<file path="config.mk">
export PLATFORM = sky130hd
export DESIGN_NAME = vector_similarity_metric_core_flat
export DESIGN_NICKNAME = d
export VERILOG_FILES = /design/src/design/vsm_pkg.sv /design/src/design/vsm_in_if.sv /design/src/design/vsm_out_if.sv /design/src/design/vector_similarity_metric_core.sv /design/src/flat_wrapper.sv
export SDC_FILE = /design/constraint.sdc
export NUM_CORES = 2
export LEC_CHECK = 0
export ABC_AREA = 1
export BUFFER_PORTS_ARGS = -buffer_cell sky130_fd_sc_hd__buf_2
export CAP_MARGIN = 0
export CELL_PAD_IN_SITES_DETAIL_PLACEMENT = 1
export CELL_PAD_IN_SITES_GLOBAL_PLACEMENT = 1
export CORE_MARGIN = 10
export CORE_UTILIZATION = 51
export CTS_BUF_LIST = sky130_fd_sc_hd__clkbuf_4 sky130_fd_sc_hd__clkbuf_8
export DETAILED_ROUTE_END_ITERATION = 12
export PLACE_DENSITY_LB_ADDON = 0.2
export SYNTH_ARGS = -nofsm -noshare
export SYNTH_HDL_FRONTEND = slang
export SYNTH_SLANG_ARGS = --single-unit
</file>
<file path="constraint.sdc">
create_clock -name clk -period 10.17 [get_ports clk]
set_clock_uncertainty 0.1 [all_clocks]
set_input_delay 1.017 -clock clk [delete_from_list [all_inputs] [get_ports clk]]
set_output_delay 1.017 -clock clk [all_outputs]
set_load 0.02 [all_outputs]
</file>
<file path="src/design/vsm_pkg.sv">
package vsm_pkg;

    localparam int ELEM_W   = 16;                // element field width, signed Q8.8
    localparam int OPD_W    = ELEM_W + 1;        // multiplier operand width
    localparam int PROD_W   = 2 * OPD_W;         // multiplier product width
    localparam int ACC_W    = 48;                // Q16.16 accumulators and result word
    localparam int ABS_W    = 32;                // Q8.8 absolute-difference accumulator
    localparam int ROOT_W   = 32;                // square root result width
    localparam int RAD_W    = 2 * ROOT_W;        // radicand width
    localparam int REM_W    = ROOT_W + 2;        // square root partial remainder
    localparam int DEN_W    = 2 * ROOT_W;        // cosine denominator width
    localparam int HALF_W   = ROOT_W / 2;        // partial product slice
    localparam int CNT_W    = $clog2(ROOT_W);    // step counter width
    localparam int COS_W    = 17;                // clamped cosine magnitude width
    localparam int COS_FRAC = 16;                // cosine fraction bits

    typedef logic [1:0] mode_t;

    localparam mode_t MODE_DOT = 2'd0;
    localparam mode_t MODE_COS = 2'd1;
    localparam mode_t MODE_EUC = 2'd2;
    localparam mode_t MODE_MAN = 2'd3;

    typedef logic signed [ELEM_W-1:0] elem_t;
    typedef logic signed [ACC_W-1:0]  acc_t;
    typedef logic [CNT_W-1:0]         cnt_t;

    localparam acc_t             ACC_MAX = {1'b0, {(ACC_W-1){1'b1}}};
    localparam acc_t             ACC_MIN = {1'b1, {(ACC_W-1){1'b0}}};
    localparam logic [COS_W-1:0] COS_ONE = {1'b1, {(COS_W-1){1'b0}}};

    // Sequencer step counts (last step index of each phase)
    localparam cnt_t ACC_LAST  = cnt_t'(5);
    localparam cnt_t DMUL_LAST = cnt_t'(4);
    localparam cnt_t ITER_LAST = cnt_t'(ROOT_W - 1);

    typedef enum logic [2:0] {
        ST_IDLE,
        ST_ACCUM,
        ST_SQRT,
        ST_DMUL,
        ST_DIVCHK,
        ST_DIV,
        ST_DONE
    } state_t;

    // Clamp quotient to one and apply the sign of the dot product
    function automatic acc_t cos_result(logic [ROOT_W-1:0] q, logic neg);
        logic [COS_W-1:0] mag;
        logic [ACC_W-1:0] ext;
        mag = (q > ROOT_W'(COS_ONE)) ? COS_ONE : q[COS_W-1:0];
        ext = ACC_W'(mag);
        return neg ? acc_t'(-ext) : acc_t'(ext);
    endfunction

endpackage

</file>
<file path="src/design/vsm_in_if.sv">
interface vsm_in_if;
    import vsm_pkg::*;

    logic  valid;
    logic  ready;
    elem_t elem_a;
    elem_t elem_b;
    logic  last_elem;

    modport source (output valid, elem_a, elem_b, last_elem, input ready);
    modport sink   (input valid, elem_a, elem_b, last_elem, output ready);
endinterface

</file>
<file path="src/design/vsm_out_if.sv">
interface vsm_out_if;
    import vsm_pkg::*;

    logic valid;
    logic ready;
    acc_t metric_value;
    logic saturated;

    modport source (output valid, metric_value, saturated, input ready);
    modport sink   (input valid, metric_value, saturated, output ready);
endinterface

</file>
<file path="src/design/vector_similarity_metric_core.sv">
// Vector similarity engine. Element pairs of two vectors (signed Q8.8) arrive as words on
// elems; the pair flagged last_elem closes the vector and yields one word on result, in the
// format picked by metric_mode: dot product Q16.16, cosine similarity Q.16 (65536 = 1.0,
// 0 when either norm is zero, clamped to +/-1), euclidean distance Q8.8 (floor root) or
// manhattan distance Q8.8. All accumulators saturate; saturated flags any saturation
// within the vector, and everything clears once the result word is loaded. A single
// 17x17 multiplier computes a*b, a*a, b*b and (a-b)^2 in turn, so elems.ready drops after
// each accepted pair and the next pair is taken only when that sequence ends. The last pair
// then goes straight to ST_DONE for dot or manhattan, through a 32-step bit-serial square root
// for euclidean, and for cosine through two square roots, four denominator partial products
// on the same multiplier and, if needed, a 32-step restoring division. A finished word
// sits in an output register, so the next vector may stream in while it waits; only a
// second result stalls behind an untaken one. metric_mode is written through
// cfg_wr_en/cfg_wr_data and must only change while no vector is in progress.
module vector_similarity_metric_core (
    input  logic           clk,
    input  logic           rst_n,
    input  logic           cfg_wr_en,
    input  vsm_pkg::mode_t cfg_wr_data,
    vsm_in_if.sink         elems,
    vsm_out_if.source      result
);
    import vsm_pkg::*;

    // Sequencer
    state_t state_reg, state_next;
    cnt_t   cnt_reg, cnt_next;
    mode_t  mode_reg;

    // Latched element pair
    logic signed [OPD_W-1:0] a_reg, a_next;
    logic signed [OPD_W-1:0] b_reg, b_next;
    logic [ELEM_W-1:0]       mag_reg, mag_next;
    logic                    last_reg, last_next;

    // Shared multiplier, registered product
    logic signed [OPD_W-1:0]  mul_x, mul_y;
    logic signed [PROD_W-1:0] mul_p;
    logic signed [PROD_W-1:0] prod_reg;

    // Accumulators
    acc_t             dot_reg, dot_next;
    acc_t             na_acc_reg, na_acc_next;
    acc_t             nb_acc_reg, nb_acc_next;
    acc_t             sq_reg, sq_next;
    logic [ABS_W-1:0] abs_reg, abs_next;
    logic             sat_reg, sat_next;

    // Square root unit
    logic [RAD_W-1:0]  rad_reg, rad_next;
    logic [REM_W-1:0]  rem_reg, rem_next;
    logic [ROOT_W-1:0] root_reg, root_next;
    logic              phase_reg, phase_next;
    logic [ROOT_W-1:0] na_root_reg, na_root_next;
    logic [ROOT_W-1:0] nb_root_reg, nb_root_next;

    // Divider
    logic [DEN_W-1:0]  den_reg, den_next;
    logic [DEN_W-1:0]  div_r_reg, div_r_next;
    logic [ROOT_W-1:0] quo_reg, quo_next;

    // Result staging and output register
    acc_t res_reg, res_next;
    logic out_valid_reg, out_valid_next;
    acc_t out_val_reg, out_val_next;
    logic out_sat_reg, out_sat_next;

    // Combinational helpers
    logic signed [OPD_W-1:0] in_diff;
    logic [OPD_W-1:0]        in_mag;
    acc_t                    sa_acc;
    acc_t                    sa_term;
    logic signed [ACC_W:0]   sa_sum;
    logic                    sa_ovf;
    acc_t                    sa_res;
    logic [ABS_W:0]          abs_sum;
    logic [REM_W+1:0]        sq_rem_sh;
    logic [REM_W+1:0]        sq_trial;
    logic                    sq_ge;
    logic [REM_W-1:0]        sq_rem_step;
    logic [ROOT_W-1:0]       sq_root_step;
    logic [DEN_W-1:0]        dv_r2;
    logic                    dv_ge;
    logic [DEN_W-1:0]        dv_r_step;
    logic [ROOT_W-1:0]       dv_q_step;
    logic [ACC_W-1:0]        dot_mag;
    logic                    dot_neg;
    logic [DEN_W-1:0]        pp_ext;
    logic [DEN_W-1:0]        pp_shift;
    logic                    out_free;

    //------------------------------------------------------------------
    // Shared multiplier: operand select by phase and step
    //------------------------------------------------------------------
    always_comb
    begin
        mul_x = '0;
        mul_y = '0;
        case (state_reg)
            ST_ACCUM:
            begin
                case (cnt_reg)
                    cnt_t'(0):
                    begin
                        mul_x = a_reg;
                        mul_y = b_reg;
                    end
                    cnt_t'(1):
                    begin
                        mul_x = a_reg;
                        mul_y = a_reg;
                    end
                    cnt_t'(2):
                    begin
                        mul_x = b_reg;
                        mul_y = b_reg;
                    end
                    default:
                    begin
                        mul_x = $signed({1'b0, mag_reg});
                        mul_y = $signed({1'b0, mag_reg});
                    end
                endcase
            end
            ST_DMUL:
            begin
                // na * nb as four 16x16 partial products
                case (cnt_reg)
                    cnt_t'(0):
                    begin
                        mul_x = $signed({1'b0, na_root_reg[HALF_W-1:0]});
                        mul_y = $signed({1'b0, nb_root_reg[HALF_W-1:0]});
                    end
                    cnt_t'(1):
                    begin
                        mul_x = $signed({1'b0, na_root_reg[HALF_W-1:0]});
                        mul_y = $signed({1'b0, nb_root_reg[ROOT_W-1:HALF_W]});
                    end
                    cnt_t'(2):
                    begin
                        mul_x = $signed({1'b0, na_root_reg[ROOT_W-1:HALF_W]});
                        mul_y = $signed({1'b0, nb_root_reg[HALF_W-1:0]});
                    end
                    default:
                    begin
                        mul_x = $signed({1'b0, na_root_reg[ROOT_W-1:HALF_W]});
                        mul_y = $signed({1'b0, nb_root_reg[ROOT_W-1:HALF_W]});
                    end
                endcase
            end
            default:
            begin
                mul_x = '0;
                mul_y = '0;
            end
        endcase
    end

    assign mul_p = mul_x * mul_y;

    //------------------------------------------------------------------
    // Arithmetic helpers
    //------------------------------------------------------------------
    // Input pair difference magnitude (fits ELEM_W bits unsigned)
    assign in_diff = OPD_W'(elems.elem_a) - OPD_W'(elems.elem_b);
    assign in_mag  = in_diff[OPD_W-1] ? OPD_W'(-in_diff) : OPD_W'(in_diff);

    // Shared saturating 48-bit adder; step picks the accumulator
    always_comb
    begin
        case (cnt_reg)
            cnt_t'(1): sa_acc = dot_reg;
            cnt_t'(2): sa_acc = na_acc_reg;
            cnt_t'(3): sa_acc = nb_acc_reg;
            default:   sa_acc = sq_reg;
        endcase
    end

    assign sa_term = ACC_W'(prod_reg);
    assign sa_sum  = {sa_acc[ACC_W-1], sa_acc} + {sa_term[ACC_W-1], sa_term};
    assign sa_ovf  = sa_sum[ACC_W] != sa_sum[ACC_W-1];
    assign sa_res  = sa_ovf ? (sa_sum[ACC_W] ? ACC_MIN : ACC_MAX) : sa_sum[ACC_W-1:0];

    assign abs_sum = {1'b0, abs_reg} + (ABS_W+1)'(mag_reg);

    // One bit of the restoring square root
    assign sq_rem_sh    = {rem_reg, rad_reg[RAD_W-1 -: 2]};
    assign sq_trial     = (REM_W+2)'({root_reg, 2'b01});
    assign sq_ge        = sq_rem_sh >= sq_trial;
    assign sq_rem_step  = sq_ge ? REM_W'(sq_rem_sh - sq_trial) : REM_W'(sq_rem_sh);
    assign sq_root_step = {root_reg[ROOT_W-2:0], sq_ge};

    // One bit of the restoring division (remainder stays below den < 2^63)
    assign dv_r2     = {div_r_reg[DEN_W-2:0], 1'b0};
    assign dv_ge     = dv_r2 >= den_reg;
    assign dv_r_step = dv_ge ? dv_r2 - den_reg : dv_r2;
    assign dv_q_step = {quo_reg[ROOT_W-2:0], dv_ge};

    assign dot_neg = dot_reg[ACC_W-1];
    assign dot_mag = dot_neg ? ACC_W'(-dot_reg) : ACC_W'(dot_reg);

    // Denominator partial product placement
    assign pp_ext = DEN_W'(prod_reg[2*HALF_W-1:0]);
    always_comb
    begin
        case (cnt_reg)
            cnt_t'(1): pp_shift = pp_ext;
            cnt_t'(2): pp_shift = pp_ext << HALF_W;
            cnt_t'(3): pp_shift = pp_ext << HALF_W;
            default:   pp_shift = pp_ext << ROOT_W;
        endcase
    end

    assign out_free = !out_valid_reg || result.ready;

    //------------------------------------------------------------------
    // Next state
    //------------------------------------------------------------------
    always_comb
    begin
        state_next = state_reg;
        case (state_reg)
            ST_IDLE:
            begin
                if (elems.valid)
                    state_next = ST_ACCUM;
            end
            ST_ACCUM:
            begin
                if (cnt_reg == ACC_LAST)
                begin
                    if (!last_reg)
                        state_next = ST_IDLE;
                    else if (mode_reg == MODE_COS || mode_reg == MODE_EUC)
                        state_next = ST_SQRT;
                    else
                        state_next = ST_DONE;
                end
            end
            ST_SQRT:
            begin
                if (cnt_reg == ITER_LAST)
                begin
                    if (mode_reg != MODE_COS)
                        state_next = ST_DONE;
                    else if (phase_reg)
                        state_next = ST_DMUL;
                end
            end
            ST_DMUL:
            begin
                if (cnt_reg == DMUL_LAST)
                    state_next = ST_DIVCHK;
            end
            ST_DIVCHK:
            begin
                if (den_reg == '0 || DEN_W'(dot_mag) >= den_reg)
                    state_next = ST_DONE;
                else
                    state_next = ST_DIV;
            end
            ST_DIV:
            begin
                if (cnt_reg == ITER_LAST)
                    state_next = ST_DONE;
            end
            ST_DONE:
            begin
                if (out_free)
                    state_next = ST_IDLE;
            end
            default:
                state_next = ST_IDLE;
        endcase
    end

    //------------------------------------------------------------------
    // Datapath and output next values
    //------------------------------------------------------------------
    always_comb
    begin
        cnt_next     = cnt_reg;
        a_next       = a_reg;
        b_next       = b_reg;
        mag_next     = mag_reg;
        last_next    = last_reg;
        dot_next     = dot_reg;
        na_acc_next  = na_acc_reg;
        nb_acc_next  = nb_acc_reg;
        sq_next      = sq_reg;
        abs_next     = abs_reg;
        sat_next     = sat_reg;
        rad_next     = rad_reg;
        rem_next     = rem_reg;
        root_next    = root_reg;
        phase_next   = phase_reg;
        na_root_next = na_root_reg;
        nb_root_next = nb_root_reg;
        den_next     = den_reg;
        div_r_next   = div_r_reg;
        quo_next     = quo_reg;
        res_next     = res_reg;
        out_val_next = out_val_reg;
        out_sat_next = out_sat_reg;
        out_valid_next = out_valid_reg && !result.ready;

        case (state_reg)
            ST_IDLE:
            begin
                cnt_next = '0;
                if (elems.valid)
                begin
                    a_next    = OPD_W'(elems.elem_a);
                    b_next    = OPD_W'(elems.elem_b);
                    mag_next  = in_mag[ELEM_W-1:0];
                    last_next = elems.last_elem;
                end
            end
            ST_ACCUM:
            begin
                cnt_next = cnt_reg + cnt_t'(1);
                case (cnt_reg)
                    cnt_t'(1): dot_next    = sa_res;
                    cnt_t'(2): na_acc_next = sa_res;
                    cnt_t'(3): nb_acc_next = sa_res;
                    cnt_t'(4): sq_next     = sa_res;
                    default: ;
                endcase
                if (cnt_reg >= cnt_t'(1) && cnt_reg <= cnt_t'(4) && sa_ovf)
                    sat_next = 1'b1;
                if (cnt_reg == cnt_t'(4))
                begin
                    if (abs_sum[ABS_W])
                    begin
                        abs_next = '1;
                        sat_next = 1'b1;
                    end
                    else
                        abs_next = abs_sum[ABS_W-1:0];
                end
                if (cnt_reg == ACC_LAST)
                begin
                    cnt_next   = '0;
                    rem_next   = '0;
                    root_next  = '0;
                    phase_next = 1'b0;
                    case (mode_reg)
                        MODE_DOT: res_next = dot_reg;
                        MODE_MAN: res_next = ACC_W'(abs_reg);
                        MODE_EUC: rad_next = RAD_W'($unsigned(sq_reg));
                        MODE_COS: rad_next = RAD_W'($unsigned(na_acc_reg)) << COS_FRAC;
                        default:  res_next = dot_reg;
                    endcase
                end
            end
            ST_SQRT:
            begin
                cnt_next  = cnt_reg + cnt_t'(1);
                rad_next  = rad_reg << 2;
                rem_next  = sq_rem_step;
                root_next = sq_root_step;
                if (cnt_reg == ITER_LAST)
                begin
                    cnt_next = '0;
                    if (mode_reg != MODE_COS)
                        res_next = ACC_W'(sq_root_step);
                    else if (!phase_reg)
                    begin
                        na_root_next = sq_root_step;
                        rad_next     = RAD_W'($unsigned(nb_acc_reg)) << COS_FRAC;
                        rem_next     = '0;
                        root_next    = '0;
                        phase_next   = 1'b1;
                    end
                    else
                    begin
                        nb_root_next = sq_root_step;
                        den_next     = '0;
                    end
                end
            end
            ST_DMUL:
            begin
                cnt_next = cnt_reg + cnt_t'(1);
                if (cnt_reg != cnt_t'(0))
                    den_next = den_reg + pp_shift;
                if (cnt_reg == DMUL_LAST)
                    cnt_next = '0;
            end
            ST_DIVCHK:
            begin
                cnt_next = '0;
                if (den_reg == '0)
                    res_next = '0;
                else if (DEN_W'(dot_mag) >= den_reg)
                    res_next = cos_result(ROOT_W'(COS_ONE), dot_neg);
                else
                begin
                    div_r_next = DEN_W'(dot_mag);
                    quo_next   = '0;
                end
            end
            ST_DIV:
            begin
                cnt_next   = cnt_reg + cnt_t'(1);
                div_r_next = dv_r_step;
                quo_next   = dv_q_step;
                if (cnt_reg == ITER_LAST)
                begin
                    cnt_next = '0;
                    res_next = cos_result(dv_q_step, dot_neg);
                end
            end
            ST_DONE:
            begin
                cnt_next = '0;
                if (out_free)
                begin
                    out_valid_next = 1'b1;
                    out_val_next   = res_reg;
                    out_sat_next   = sat_reg;
                    dot_next       = '0;
                    na_acc_next    = '0;
                    nb_acc_next    = '0;
                    sq_next        = '0;
                    abs_next       = '0;
                    sat_next       = 1'b0;
                end
            end
            default:
                cnt_next = '0;
        endcase
    end

    //------------------------------------------------------------------
    // Registers
    //------------------------------------------------------------------
    always_ff @(posedge clk or negedge rst_n)
    begin
        if (!rst_n)
        begin
            state_reg     <= ST_IDLE;
            cnt_reg       <= '0;
            mode_reg      <= MODE_DOT;
            dot_reg       <= '0;
            na_acc_reg    <= '0;
            nb_acc_reg    <= '0;
            sq_reg        <= '0;
            abs_reg       <= '0;
            sat_reg       <= 1'b0;
            phase_reg     <= 1'b0;
            out_valid_reg <= 1'b0;
        end
        else
        begin
            state_reg     <= state_next;
            cnt_reg       <= cnt_next;
            if (cfg_wr_en)
                mode_reg  <= cfg_wr_data;
            dot_reg       <= dot_next;
            na_acc_reg    <= na_acc_next;
            nb_acc_reg    <= nb_acc_next;
            sq_reg        <= sq_next;
            abs_reg       <= abs_next;
            sat_reg       <= sat_next;
            phase_reg     <= phase_next;
            out_valid_reg <= out_valid_next;
        end
    end

    // Payload registers, no reset
    always_ff @(posedge clk)
    begin
        a_reg       <= a_next;
        b_reg       <= b_next;
        mag_reg     <= mag_next;
        last_reg    <= last_next;
        prod_reg    <= mul_p;
        rad_reg     <= rad_next;
        rem_reg     <= rem_next;
        root_reg    <= root_next;
        na_root_reg <= na_root_next;
        nb_root_reg <= nb_root_next;
        den_reg     <= den_next;
        div_r_reg   <= div_r_next;
        quo_reg     <= quo_next;
        res_reg     <= res_next;
        out_val_reg <= out_val_next;
        out_sat_reg <= out_sat_next;
    end

    //------------------------------------------------------------------
    // Port outputs
    //------------------------------------------------------------------
    always_comb
    begin
        elems.ready         = (state_reg == ST_IDLE);
        result.valid        = out_valid_reg;
        result.metric_value = out_val_reg;
        result.saturated    = out_sat_reg;
    end

endmodule

</file>
<file path="src/flat_wrapper.sv">
// flat-port wrapper written by rule: the top's interface ports become plain ports
module vector_similarity_metric_core_flat import vsm_pkg::*;
  (clk, rst_n, cfg_wr_en, cfg_wr_data, elems_valid, elems_elem_a, elems_elem_b, elems_last_elem, elems_ready, result_valid, result_metric_value, result_saturated, result_ready);
  vsm_in_if elems_i ();
  vsm_out_if result_i ();
  input  logic clk;
  input  logic rst_n;
  input  logic cfg_wr_en;
  input  vsm_pkg::mode_t cfg_wr_data;
  input wire logic [$bits(elems_i.valid)-1:0] elems_valid;
  input wire logic [$bits(elems_i.elem_a)-1:0] elems_elem_a;
  input wire logic [$bits(elems_i.elem_b)-1:0] elems_elem_b;
  input wire logic [$bits(elems_i.last_elem)-1:0] elems_last_elem;
  output wire logic [$bits(elems_i.ready)-1:0] elems_ready;
  output wire logic [$bits(result_i.valid)-1:0] result_valid;
  output wire logic [$bits(result_i.metric_value)-1:0] result_metric_value;
  output wire logic [$bits(result_i.saturated)-1:0] result_saturated;
  input wire logic [$bits(result_i.ready)-1:0] result_ready;
  assign elems_i.valid = elems_valid;
  assign elems_i.elem_a = elems_elem_a;
  assign elems_i.elem_b = elems_elem_b;
  assign elems_i.last_elem = elems_last_elem;
  assign elems_ready = elems_i.ready;
  assign result_valid = result_i.valid;
  assign result_metric_value = result_i.metric_value;
  assign result_saturated = result_i.saturated;
  assign result_i.ready = result_ready;
  vector_similarity_metric_core u_core (.clk(clk), .rst_n(rst_n), .cfg_wr_en(cfg_wr_en), .cfg_wr_data(cfg_wr_data), .elems(elems_i), .result(result_i));
endmodule
</file>
==> implementation parameters <==
Parameter                              Value

Status
  Status ... completed

Setup path
  Slowest Stage Delay on Critical Path ... about 0.90 ns
  Reg2reg start ... u_core.cnt_reg[3]
  Worst EP required ... 10.95 ns
  Worst Setup Path Type ... register to register
  Beginning of the critical path ... u_core.cnt_reg[3]
  Setup crit start kind ... register
  Largest fanout on the critical path ... 30
  Sort of element at the end of the critical path ... register
  Arrival time reported for the critical path endpoint ... 9.89 ns
  Most frequent cell on the critical path ... sky130_fd_sc_hd__fa_1
  Cell type of the slowest stage on the worst timing path ... sky130_fd_sc_hd__o21ai_2

Final layout
  Area added between synthesis and finish ... 8.445%
  Non-filler cells, final ... approximately 9,500
  Proportion of layout cells with a drive suffix above 1 ... 0.06960
  Finished layout cell area ... 67,370 sq um
  # fillers ... ~15,000
  Final net count ... about 8,500

Die
  Boundary Pins ... 91
  Die width ... 369.0 microns
  Initial cell density of the core ... 0.5158
  Height of the die ... ~370 microns
  Die Area ... 136,200 sq um
  Placement row count ... roughly 130
  Floorplan Core Area ... 120,400 sq um

Global route
  Via count of the first global-routing pass ... between 60,000 and 70,000
  Met2 demand-to-capacity share in global routing ... 0.5566
  Routing usage on met3 ... 0.06314
  Met1 Track Usage GR ... 0.4407
  Number of antenna violations at the first check in global routing ... 7
  Largest net degree at the start of global routing ... 144
  Most Used Layer, Global Route ... met2
  Total global routing overflow ... 0
  GRT Overall Usage ... 0.3514
  First-pass GRT wire length ... between 300,000 and 400,000 microns

Logic synthesis
  Number of synthesized flops with an enable pin ... ~500
  Number of different library cells in the post-synthesis netlist ... 71
  Cell area after synthesis ... 62,120 sq um
  Average footprint of a synthesized cell ... 8.013 sq um
  Ys async rst share ... 0.3082
  Sequential-to-total area share from yosys stat ... 0.3471
  Top FF cell, synth ... sky130_fd_sc_hd__edfxtp_1
  Number of register bits inferred by synthesis ... 769
  Yosys Warn Count ... 0
  Post-Syn Nets ... 8,481
  Post-Synthesis Cells ... 7,753

CTS
  Clk Tree Root Cell ... sky130_fd_sc_hd__clkbuf_8
  CTS Buf Count ... 145
  H-tree level count ... 4
  Clk_lat worst skew ... around 0.96 ns
  Clock tree from TritonCTS ... yes
  Number of clock sinks seen by CTS ... 769
  Clock Pin Slew Worst Setup and Hold Paths ... 0.06 ns
  Bufs on Longest Clock Path ... 3

Timing
  Max-slew violation total from the final report ... 0
  Slew at the pin closest to its max-slew limit ... 1.222 ns
  Max Fclk ... 109.7 MHz
  Aggregate negative setup slack ... 0 ns
  Post-layout worst setup margin ... 1.053 ns
  Worst rel slew slack ... 0.1814
  Hold violation total from the final report ... 0
  Time the final worst path needs with I/O delays and setup ... 9.117 ns
  Fraction of the cycle the final worst path needs ... 0.8964
  Unrepaired setup endpoints after global routing ... no
  Worst Hold Slack ... ~0.17 ns
  Endpoints failing setup ... 0

Run
  Max-cap viol count ... 0

Hold path
  Hold path startpoint ... elems_elem_b[4]
  Classification of the worst-slack hold path ... primary input to register

Route
  Post-DRT Antenna Nets ... 0
  Per-cell via count in the routed design ... 6.082
  First DRT Iteration DRCs ... ~5,700
  Router iterations before antenna repair ... 6
  Overall via count from detail_route ... 57,980
  Drt drc ... 0
  Aggregate routed wire length ... 244,600 microns
  Avg WL per Cell ... 25.66 microns

Place
  Placer congestion estimate ... 0.9852
  IO buf count ... 90
  Instance area after placement ... 64,160 sq um
  Number of placed instances, taps included ... 9,262
  Detailed Place HPWL ... approximately 190,000 microns
  Post-Place Worst Slack ... between 1 and 1.5 ns

Power
  Power density normalized to cell area ... 338.1 nW/um^2
  Worst IR Drop VDD ... 0.3887 mV
  Leakage power ... 32.17 nW
-- cell usage after synthesis, drive strengths merged (25+ instances only) --
cell type / instances / area (sq um)
nand2: 1418 / 5368
a31oi: 78 / 488.0
a211oi: 32 / 240.2
nor4: 51 / 331.6
o22ai: 74 / 462.9
dfxtp: 34 / 680.7
clkbuf: 160 / 600.6
buf: 102 / 490.5
edfxtp: 498 / 14950
dfrtp: 237 / 5931
xor2: 161 / 1418
a21oi: 561 / 2838
o21bai: 27 / 206.5
nor2: 634 / 2431
xnor2: 93 / 814.5
fa: 301 / 6026
o211ai: 70 / 525.5
nor3: 64 / 325.3
o21a: 34 / 255.2
o21ai: 603 / 3100
nand4: 59 / 369.1
ha: 387 / 4842
nand3: 440 / 2217
a21o: 48 / 360.4
a22oi: 25 / 187.7
or2: 38 / 237.7
inv: 1369 / 5139
o221ai: 39 / 341.6
-- layout by cell type (no fill, tap or decap), types with 48 or more instances in the layout --
master / n
sky130_fd_sc_hd__nand2_1: 1401
sky130_fd_sc_hd__inv_1: 1346
sky130_fd_sc_hd__nor2_1: 613
sky130_fd_sc_hd__a21oi_1: 553
sky130_fd_sc_hd__edfxtp_1: 498
sky130_fd_sc_hd__o21ai_0: 480
sky130_fd_sc_hd__nand3_1: 437
sky130_fd_sc_hd__ha_1: 387
sky130_fd_sc_hd__fa_1: 301
sky130_fd_sc_hd__dfrtp_1: 236
sky130_fd_sc_hd__clkbuf_8: 162
sky130_fd_sc_hd__xor2_1: 160
sky130_fd_sc_hd__o21ai_1: 103
sky130_fd_sc_hd__xnor2_1: 93
sky130_fd_sc_hd__buf_2: 89
sky130_fd_sc_hd__a31oi_1: 78
sky130_fd_sc_hd__o22ai_1: 74
sky130_fd_sc_hd__o211ai_1: 70
sky130_fd_sc_hd__buf_4: 68
sky130_fd_sc_hd__nor3_1: 61
sky130_fd_sc_hd__nand4_1: 59
sky130_fd_sc_hd__nor4_1: 49
sky130_fd_sc_hd__a21o_1: 48
-- power by group --
part / switching [mW] / internal [mW] / total [mW]
Sequential: 0.910 / 4.82 / 5.73
Combinational: 9.74 / 3.86 / 13.6
Clock: 1.58 / 1.87 / 3.45
-- worst max-delay path: cells and delay by family, from the launching register on --
| family | cells | cell delay (ns) |
|---|---|---|
| AND/OR/NAND/NOR | 10 | 1.53 |
| buffers and inverters | 7 | 1.32 |
| flip-flops | 1 | 0.40 |
| XOR/XNOR | 1 | 0.18 |
| AO/OA/AOI/OAI | 6 | 1.94 |
| adder cells (fa/ha/maj) | 7 | 3.55 |
-- layout make-up --
type / count / area, sq um / area share
inverter: 1375 / 5164 / 0.07665
antenna: 3 / 7.507 / 0.0001114
tap: 1612 / 2017 / 0.02994
clock inverter: 66 / 674.4 / 0.01001
multi-input combinational: 5347 / 34430 / 0.5110
sequential: 769 / 21570 / 0.3201
timing repair buffer: 160 / 1001 / 0.01486
clock buffer: 200 / 2515 / 0.03733
-- cell families (layout without fill, tap and decap cells) --
family	after synthesis	after routing	synth area share
compound gates	1678	1678	0.1572
xor+xnor	254	254	0.03593
fa+ha+maj	688	688	0.1749
buf+inv	1637	1801	0.1006
flops	769	769	0.3471
other cells	0	3	0
simple gates	2727	2727	0.1842
-- layer usage --
metal,share of wire,vias up
met3,0.076,678
met5,0.00032,-
met1,0.39,28860
li1,-,25810
met2,0.45,2619
met4,0.078,8
-- worst paths after layout --
path                                                  end  slack, ns  cells past startpoint
hold reg to reg            u_core.result.metric_value[18]       0.30                      0
min in group asynchronous           u_core.nb_acc_reg[45]       0.54                      2
max in group asynchronous              u_core.dot_reg[47]       7.50                      4
hold / removal                            u_core.b_reg[4]       0.17                      1
setup / recovery                      u_core.prod_reg[32]       1.05                     31
setup reg to reg                      u_core.prod_reg[32]       1.05                     31
-- stage by stage --
stage	util	power [mW]
final	0.5593	22.78
after global placement	0.5327	18.34
after detailed placement	0.5327	18.93
after floorplan	-	14.31
after CTS	0.5593	22.47
after global routing	0.5593	24.19
-- timing repair --
| item | in CTS | in global routing |
|---|---|---|
| hold buffers | 1 | 0 |
| setup endpoints to repair | 0 | 0 |
| setup buffers | 0 | 0 |
| endpoints found under the hold margin | 66 | 0 |
| resized for setup | 0 | 0 |
No activity file was read; power rests on OpenSTA's default activity.
